## config.mk

```make
export PLATFORM = sky130hd
export DESIGN_NAME = vlsd_ctrl
export DESIGN_NICKNAME = d
export VERILOG_FILES = /design/src/hdl/vlsd_pkg.sv /design/src/hdl/vlsd_ctrl.sv
export SDC_FILE = /design/constraint.sdc
export NUM_CORES = 1
export LEC_CHECK = 0
export BUFFER_PORTS_ARGS = -buffer_cell sky130_fd_sc_hd__buf_2
export CAP_MARGIN = 10
export CORE_AREA = 2 2 51 53
export DETAILED_ROUTE_END_ITERATION = 10
export DIE_AREA = 0 0 53 55
export HOLD_SLACK_MARGIN = 0.06
export REMOVE_ABC_BUFFERS = 1
export SYNTH_ARGS = -nofsm -noshare
export SYNTH_HDL_FRONTEND = slang
export SYNTH_SLANG_ARGS = --single-unit
```

## constraint.sdc

```tcl
create_clock -name i_clk -period 2 [get_ports i_clk]
set_input_delay 0.4 -clock i_clk [delete_from_list [all_inputs] [get_ports i_clk]]
set_output_delay 0.4 -clock i_clk [all_outputs]
set_load 0.02 [all_outputs]
```

## src/hdl/vlsd_pkg.sv

```systemverilog
package vlsd_pkg;

    localparam int DEF_MAX_LABELS    = 16;
    localparam int DEF_MAX_POSITIONS = 64;

    localparam int SCORE_W = 32;
    localparam int LABEL_W = 4;
    localparam int POS_W   = 6;
    localparam int NL_W    = 5;

    localparam logic       CMD_TRANS = 1'b0;
    localparam logic       CMD_STATE = 1'b1;
    localparam logic [NL_W-1:0] LABELS_RST = 5'd16;

    // commands from the controller to the datapath
    typedef struct packed {
        logic trans_wr;
        logic capture;
        logic scan_issue;
        logic fin;
        logic upd;
        logic pos_step;
        logic emit_load;
        logic bl_step;
        logic finish;
    } t_dp_cmd;

    // status from the datapath to the controller
    typedef struct packed {
        logic full;
        logic cnt_zero;
        logic lab_ok;
        logic idx_last;
        logic eos;
        logic t_zero;
    } t_dp_status;

    function automatic logic signed [SCORE_W-1:0] sat_add(
        input logic signed [SCORE_W-1:0] a,
        input logic signed [SCORE_W-1:0] b
    );
        logic signed [SCORE_W:0] s;
        logic signed [SCORE_W-1:0] r;
        s = {a[SCORE_W-1], a} + {b[SCORE_W-1], b};
        if (s[SCORE_W] != s[SCORE_W-1]) begin
            r = s[SCORE_W] ? {1'b1, {(SCORE_W-1){1'b0}}} : {1'b0, {(SCORE_W-1){1'b1}}};
        end else begin
            r = s[SCORE_W-1:0];
        end
        return r;
    endfunction

endpackage

```

## src/hdl/vlsd_ctrl.sv

```systemverilog
module vlsd_ctrl (
    input  logic                 i_clk,
    input  logic                 i_rst_n,
    input  logic                 i_valid,
    input  logic                 i_cmd,
    input  logic                 i_out_ready,
    input  vlsd_pkg::t_dp_status i_status,
    output vlsd_pkg::t_dp_cmd    o_dp_cmd,
    output logic                 o_in_ready,
    output logic                 o_out_valid
);
    typedef enum logic [12:0] {
        S_IDLE    = 13'b0000000000001,
        S_CHECK   = 13'b0000000000010,
        S_SCAN    = 13'b0000000000100,
        S_DRAIN1  = 13'b0000000001000,
        S_DRAIN2  = 13'b0000000010000,
        S_UPD     = 13'b0000000100000,
        S_POS     = 13'b0000001000000,
        S_FSCAN   = 13'b0000010000000,
        S_FDRAIN1 = 13'b0000100000000,
        S_FDRAIN2 = 13'b0001000000000,
        S_LOAD    = 13'b0010000000000,
        S_EMIT    = 13'b0100000000000,
        S_BLWAIT  = 13'b1000000000000
    } t_state;

    t_state r_state, n_state;

    always_comb begin
        n_state  = r_state;
        o_dp_cmd = '0;
        unique case (r_state)
            S_IDLE: begin
                if (i_valid) begin
                    o_dp_cmd.capture = 1'b1;
                    if (i_cmd == vlsd_pkg::CMD_STATE) begin
                        n_state = S_CHECK;
                    end else begin
                        o_dp_cmd.trans_wr = 1'b1;
                    end
                end
            end
            S_CHECK: begin
                if (!i_status.full && i_status.lab_ok) begin
                    n_state = i_status.cnt_zero ? S_UPD : S_SCAN;
                end else begin
                    n_state = S_POS;
                end
            end
            S_SCAN: begin
                o_dp_cmd.scan_issue = 1'b1;
                if (i_status.idx_last) begin
                    n_state = S_DRAIN1;
                end
            end
            S_DRAIN1: n_state = S_DRAIN2;
            S_DRAIN2: n_state = S_UPD;
            S_UPD: begin
                o_dp_cmd.upd = 1'b1;
                n_state = S_POS;
            end
            S_POS: begin
                o_dp_cmd.pos_step = 1'b1;
                n_state = i_status.eos ? S_FSCAN : S_IDLE;
            end
            S_FSCAN: begin
                o_dp_cmd.scan_issue = 1'b1;
                o_dp_cmd.fin = 1'b1;
                if (i_status.idx_last) begin
                    n_state = S_FDRAIN1;
                end
            end
            S_FDRAIN1: n_state = S_FDRAIN2;
            S_FDRAIN2: n_state = S_LOAD;
            S_LOAD: begin
                o_dp_cmd.emit_load = 1'b1;
                n_state = S_EMIT;
            end
            S_EMIT: begin
                if (i_out_ready) begin
                    if (i_status.t_zero) begin
                        o_dp_cmd.finish = 1'b1;
                        n_state = S_IDLE;
                    end else begin
                        n_state = S_BLWAIT;
                    end
                end
            end
            S_BLWAIT: begin
                o_dp_cmd.bl_step = 1'b1;
                n_state = S_EMIT;
            end
            default: n_state = S_IDLE;
        endcase
    end

    always_ff @(posedge i_clk) begin
        if (!i_rst_n) begin
            r_state <= S_IDLE;
        end else begin
            r_state <= n_state;
        end
    end

    assign o_in_ready  = (r_state == S_IDLE);
    assign o_out_valid = (r_state == S_EMIT);

endmodule

```

---- Word-level counts from Yosys, hierarchy flattened ----
Index checks and enable logic that the tools add are counted.
cells by class
  equal/unequal tests ..................... 18
  multiplexer cells ....................... 22
  reductions and logical operators ........ 5
operators by type and width
  cell                    number
  $pmux W13 S12           1
  $mux W13                6
  $eq A13 B1 Y1 const B   1
  $eq A13 B10 Y1 const B  1
  $eq A13 B11 Y1 const B  1
  $eq A13 B12 Y1 const B  1
  $eq A13 B13 Y1 const B  1
  $eq A13 B2 Y1 const B   1
  $eq A13 B3 Y1 const B   1
  $eq A13 B4 Y1 const B   1
  $eq A13 B5 Y1 const B   1
  $eq A13 B6 Y1 const B   1
  $eq A13 B7 Y1 const B   1
  $eq A13 B8 Y1 const B   1
  $eq A13 B9 Y1 const B   1
  $mux W1                 10
  $ne A2 B2 Y1 const B    5
  $mux W8                 1
  $mux W7                 1
  $mux W6                 1
  $reduce_and A5 Y1       1
  $mux W2                 2
  $reduce_or A2 Y1        2
  $logic_and A1 B1 Y1     1
  $logic_not A1 Y1        1
storage, ports and cells
  bits in registers ....................... 13
  input bits .............................. 11
  output and inout bits ................... 11
  word-level logic and storage cells ...... 46

---- Depth between registers and ports, before layout ----
Gate-level depths: netlist of the first run.
  depth after elaboration ................. 4
  gate-level depth with buffers ........... 7
  mapped depth without buffers ............ 5

---- Worst setup path before layout of the first run ----
No wires, ideal clock.
  path type ............................... flip-flop to output port
  from .................................... register r_state[4]
  to ...................................... output o_dp_cmd[8] (netlist bit)
  arrival ................................. 2.220 ns
  required time ........................... 1.600 ns
  setup slack ............................. -0.620 ns
  cell stages (with the launch flop) ...... 7
  buffers on the path ..................... 1
  cell sequence ........................... dfxtp_1 -> buf_6 -> nor4_4 -> nand2_2 -> nor3_1 -> and2_1 -> nor2b_1
RTL lines
  element                   line              RTL
  start: declaration        vlsd_ctrl.sv:28   t_state r_state, n_state;
  start signal: assignment  vlsd_ctrl.sv:102  r_state <= n_state;
  end: declaration          vlsd_ctrl.sv:8    output vlsd_pkg::t_dp_cmd o_dp_cmd,

==> impl_metrics.ini, run 1 <==
[global_route]
overflow = 0
grt_pass1_vias = 911
grt_usage = 0.192
grt_max_degree = 11
antenna_found_initial = 0
grt_first_pass_wirelength_um = 3990

[clocking]
clk_pin_slew_ns = 0.08
root_buffer = clkbuf_4
numClockSinks = 13
cts_max_level = 1
cts_tree = done
cts_hold_buf = 0
clk_path_buf_depth = 2
insertion_delay_ns = 0.28
cts_buffers = 3

[status]
status = finished, violations left
violations = negative setup slack

[floorplan]
rows = 18
io_pins = 22
initial_utilization = 0.384
die-area_um2 = 2920
fp.coreArea_um2 = 2360
die_h_um = 55
die_w_um = 53

[critical_path]
cpPeakStageDelay_ns = 0.35
end_kind = primary output
cp_slowest_cell = dfxtp_4
crit_top_cell = buf_4
critical_path_arrival_ns = 1.64
startpoint_type = flop
worstPathMaxFanout = 4
required_ns = 1.60
path_class = reg2out
path_cells = nor3_2 > buf_4 > nand3_2 > nor4_4 > and3_1 > buf_4

[cells_and_area]
area_growth_pct = 35.7
largest_reg_flops = 13
drive_gt1_frac = 0.415
final_cell_area_um2 = 1230
layout.nets = 159
n_fill_cell = 226
diodes = 0
top_register = r_state
biggestRegsByFlops = r_state: 13 flops
fin_util = 0.521
multi_input_area_um2 = 648
seq_area_um2 = 268

[logic_synthesis]
synth_ff_type = dfxtp_1
syn_area_per_cell_um2 = 8.10
yosysSeqAreaShare = 0.287
synth_cell_types = 40
synthCells = 112
synth_area_um2 = 907
yosysTopAreaCell = dfxtp_1
synth_seq_cells = 13
synth_edf_count = 0
netlist_top_cells_area = dfxtp_1 (29%), nor4_1 (6.9%), nor2_1 (5.4%), nand2b_1 (4.8%), xor2_1 (3.9%)
yosys.area.top_type_share = 0.287
yosysWarningCount = 0
async_flop_share = 0
synth_commonest_cells = dfxtp_1 (13), nor2_1 (13), nor4_1 (10), nand2_1 (8), nand2b_1 (7)

[sta]
maxClockFrequency_mhz = 489
fin_crit_sh = 1.02
setup_ws_ns = -0.0436
rsz0062_at_grt = yes
setup-violations-final = 3
worstMarginPinSlew_ns = 0.365
relSlewSlack = 0.753
drv_slew = 0
fin_skew_ns = 0.00161
hold_violations = 0
min_period_ns = 2.04
tns_ns = -0.0926

[placed_design]
place_ws_ns = 0.0763
post_dp_cell_area_um2 = 1120
port_buffers = 21
dp_hpwl_um = 1840
place_congestion = 0.869

[worst_hold_path]
hold_class = in2reg

[detailed_routing]
detail_route.iter0.violations = 15
post_drt_via_cell_ratio = 5.53
antenna_left = 0
routedWlPerCell_um = 13.1
drc = 0
vias = 978
wl_um = 2320
first_pass_iters = 5

[job]
drv_cap = 0

[power]
power_density_nw_per_um2 = 754
power_w = 0.000929
power_leakage_nw = 0.509
vdd_drop_max_mv = 0.453
-- cell usage in the layout, fill, tap and decap left out, types with 2 or more instances in the layout --
cell,count
a31oi_1,2
buf_4,19
dfxtp_2,3
o21ai_1,2
nor2_1,11
nor3_1,2
buf_2,18
o21ai_0,5
nand2_2,2
nand2b_1,7
nand2_1,7
nand3b_1,2
nor4_2,2
nor2b_1,2
nor4bb_1,2
inv_1,5
nor4b_1,3
nor4_4,2
xor2_1,4
a21boi_1,2
nor4_1,7
nor3_2,4
dfxtp_1,9
clkbuf_4,3
nor2_2,2
-- layer usage --
layer / track usage / wire length, um / share of wire / vias to the layer above
met4: 0.0983 / 48 / 0.021 / 0
met1: 0.236 / 1000 / 0.43 / 453
met2: 0.319 / 1150 / 0.50 / 30
met5: 0 / 0 / 0 / -
li1: - / - / - / 489
met3: 0.0403 / 115 / 0.050 / 6
-- area by class of cell --
cell class	count	area share
Timing Repair Buffer	37	0.189
Inverter	5	0.0152
Clock buffer	4	0.0213
Multi-Input combinational cell	88	0.526
Sequential cell	13	0.217
Tap cell	30	0.0305
-- timing repair --
item | in CTS | in global routing
resized for setup | 16 | 4
setup endpoints to repair | 9 | 14
cloned | 0 | 0
pin swaps | 5 | 0
buffers inserted | 2 | 0
-- worst paths after layout --
path                            slack (ns)  cells past startpoint                      from                        to
worst max-delay path                 -0.04                      6  r_state[11]$_SDFFE_PN0P_               o_dp_cmd[4]
worst min-delay path                  0.29                      2               i_status[0]  r_state[12]$_SDFFE_PN0P_
worst min register to register        0.53                      2   r_state[9]$_SDFFE_PN0P_  r_state[10]$_SDFFE_PN0P_
worst max register to register        0.18                      7  r_state[12]$_SDFFE_PN0P_  r_state[10]$_SDFFE_PN0P_
-- through the flow --
step	hold WS, ns	instances
CTS	0.285	177
finish	0.288	177
detailed placement	0.510	171
global placement	0.523	171
floorplan	0.479	106
global route	0.278	177
-- power by group --
group	internal [W]	leakage, nW	switching, W
Sequential	0.000274	0.107	0.0000213
Clock	0.0000774	0.0150	0.0000906
Combinational	0.000216	0.387	0.000249
Total	0.000568	0.509	0.000361
-- worst max-delay path: cells and delay by family (launching register included) --
family | cells | cell delay, ns
and+or+nand+nor | 4 | 0.73
DFF | 1 | 0.35
buffers and inverters | 2 | 0.29
-- logic make-up after synthesis --
| logic type | share of synthesized area |
|---|---|
| compound gates | 0.172 |
| xor+xnor | 0.0386 |
| buf+inv | 0.0621 |
| flops | 0.287 |
| mux | 0.0110 |
| simple gates | 0.429 |
(Power assumes the default switching activity.)
==> inputs of run 2 (changes only) <==
--- a/config.mk
+++ b/config.mk
@@ -7,10 +7,13 @@
 export LEC_CHECK = 0
 export BUFFER_PORTS_ARGS = -buffer_cell sky130_fd_sc_hd__buf_2
 export CAP_MARGIN = 10
-export CORE_AREA = 2 2 51 53
+export CELL_PAD_IN_SITES_DETAIL_PLACEMENT = 1
+export CELL_PAD_IN_SITES_GLOBAL_PLACEMENT = 1
+export CORE_AREA = 2 2 53 55
 export DETAILED_ROUTE_END_ITERATION = 10
-export DIE_AREA = 0 0 53 55
+export DIE_AREA = 0 0 55 57
 export HOLD_SLACK_MARGIN = 0.06
+export PLACE_DENSITY_LB_ADDON = 0.1
 export REMOVE_ABC_BUFFERS = 1
 export SYNTH_ARGS = -nofsm -noshare
 export SYNTH_HDL_FRONTEND = slang
==> impl_metrics.ini, run 2 (same netlist as run 1, synthesis figures left out) <==
[sta]
setup_ws_ns = -0.0846
relSlewSlack = 0.736
maxClockFrequency_mhz = 480
drv_slew = 0
worstMarginPinSlew_ns = 0.391
min_period_ns = 2.08
setup-violations-final = 2
whs_ns = 0.282
rsz0062_at_grt = yes
hold_violations = 0
fin_skew_ns = 0.00993
fin_crit_sh = 1.04

[critical_path]
required_ns = 1.60
crit_start = r_state[1]$_SDFFE_PN0P_
rrSetupSlack_ns = 0.11
end_kind = primary output
critical_path_arrival_ns = 1.68
path_class = reg2out
startpoint_type = flop
worstPathMaxFanout = 2
r2r-start = r_state[11]$_SDFFE_PN0P_

[cells_and_area]
layout.nets = 165
drive_gt1_frac = 0.490
top_register = r_state
layout_common_cells = buf_4 (26), buf_2 (14), nand2b_1 (7), nor2_1 (7), dfxtp_1 (7)
n_fill_cell = 316
largest_reg_flops = 13
diodes = 0
final_common_cell = buf_4
area_growth_pct = 51.4
biggestRegsByFlops = r_state: 13 flops

[detailed_routing]
wl_um = 3140
detail_route.iter0.violations = 14
routedWlPerCell_um = 17.1
drc = 0
vias = 1047
post_drt_via_cell_ratio = 5.69
first_pass_iters = 4
antenna_left = 0

[global_route]
grt_pass1_vias = 1061
antenna_found_initial = 0
overflow = 0
grt_usage = 0.228
grt_max_degree = 11
grt_first_pass_wirelength_um = 5210

[clocking]
clk_path_buf_depth = 2
numClockSinks = 13
cts_hold_buf = 0
cts_tree = done
cts_buffers = 3
clk_pin_slew_ns = 0.09
root_buffer = clkbuf_4
insertion_delay_ns = 0.29
cts_max_level = 1

[floorplan]
io_pins = 22
die_h_um = 57
rows = 19
die_w_um = 55
fp.coreArea_um2 = 2620
initial_utilization = 0.347
die-area_um2 = 3140

[placed_design]
place_ws_ns = 0.0740
dp_hpwl_um = 2210
place_congestion = 0.798
port_buffers = 21

[worst_hold_path]
hp-start = i_status[0]
hold_class = in2reg

[status]
status = finished, violations left
violations = negative setup slack

[power]
vdd_drop_max_mv = 0.520
power_density_nw_per_um2 = 791
power_leakage_nw = 0.558

[job]
drv_cap = 0
run 2: changes by cell type in the layout (fill, tap and decap cells not counted), moves of 3 or more:
cell | before | now
buf_4 | 19 | 26
nor2_1 | 11 | 7
dfxtp_2 | 3 | 6
buf_2 | 18 | 14
buf_6 | 0 | 3
nor2_4 | 0 | 3
run 2: routing by layer:
metal	track usage	routed length (um)
met5	0	0
met4	0.0732	53
met3	0.0262	53
met2	0.384	1710
met1	0.296	1330
run 2: cell type report:
class                           instances  area, um2  area share
Multi-Input combinational cell         88        723       0.526
Sequential cell                        13        268       0.195
Clock buffer                            4       26.3      0.0191
Timing Repair Buffer                   43        299       0.218
Tap cell                               31       38.8      0.0282
Inverter                                5       18.8      0.0137
run 2: power breakdown:
part	switching (W)	total [W]	internal, W
clock network	0.0000944	0.000172	0.0000776
registers	0.0000358	0.000313	0.000277
logic	0.000311	0.000602	0.000290
run 2: final timing paths:
kind	endpoint	cells after the start
worst min-delay path	r_state[12]$_SDFFE_PN0P_	2
worst min register to register	r_state[10]$_SDFFE_PN0P_	2
worst max-delay path	o_dp_cmd[8]	6
worst max register to register	r_state[0]$_SDFFE_PN1P_	7
run 2: through the flow:
step	area (um2)	total power (W)	std cells	setup TNS, ns	util
after floorplan	870	0.000555	106	-0.881	-
after global placement	1140	0.000730	175	0	0.436
after detailed placement	1140	0.000736	175	0	0.436
after CTS	1300	0.00101	183	-0.0917	0.498
after global routing	1370	0.00115	184	-0.659	0.525
final	1370	0.00109	184	-0.133	0.525
run 2: worst max-delay path, stage by stage, from the launching register on:
cell     delay [ns]
dfxtp_2        0.34
nor4_4         0.32
nand2_2        0.11
nor3_2         0.19
and2_1         0.16
nor2b_1        0.13
buf_4          0.15
run 2: what timing repair did:
| item | 4_1_cts | 5_1_grt |
|---|---|---|
| pin swaps | 5 | 4 |
| setup endpoints to repair | 8 | 12 |
| hold endpoints to repair | 0 | 0 |
| gates resized for setup | 22 | 20 |
| buffers inserted | 4 | 1 |
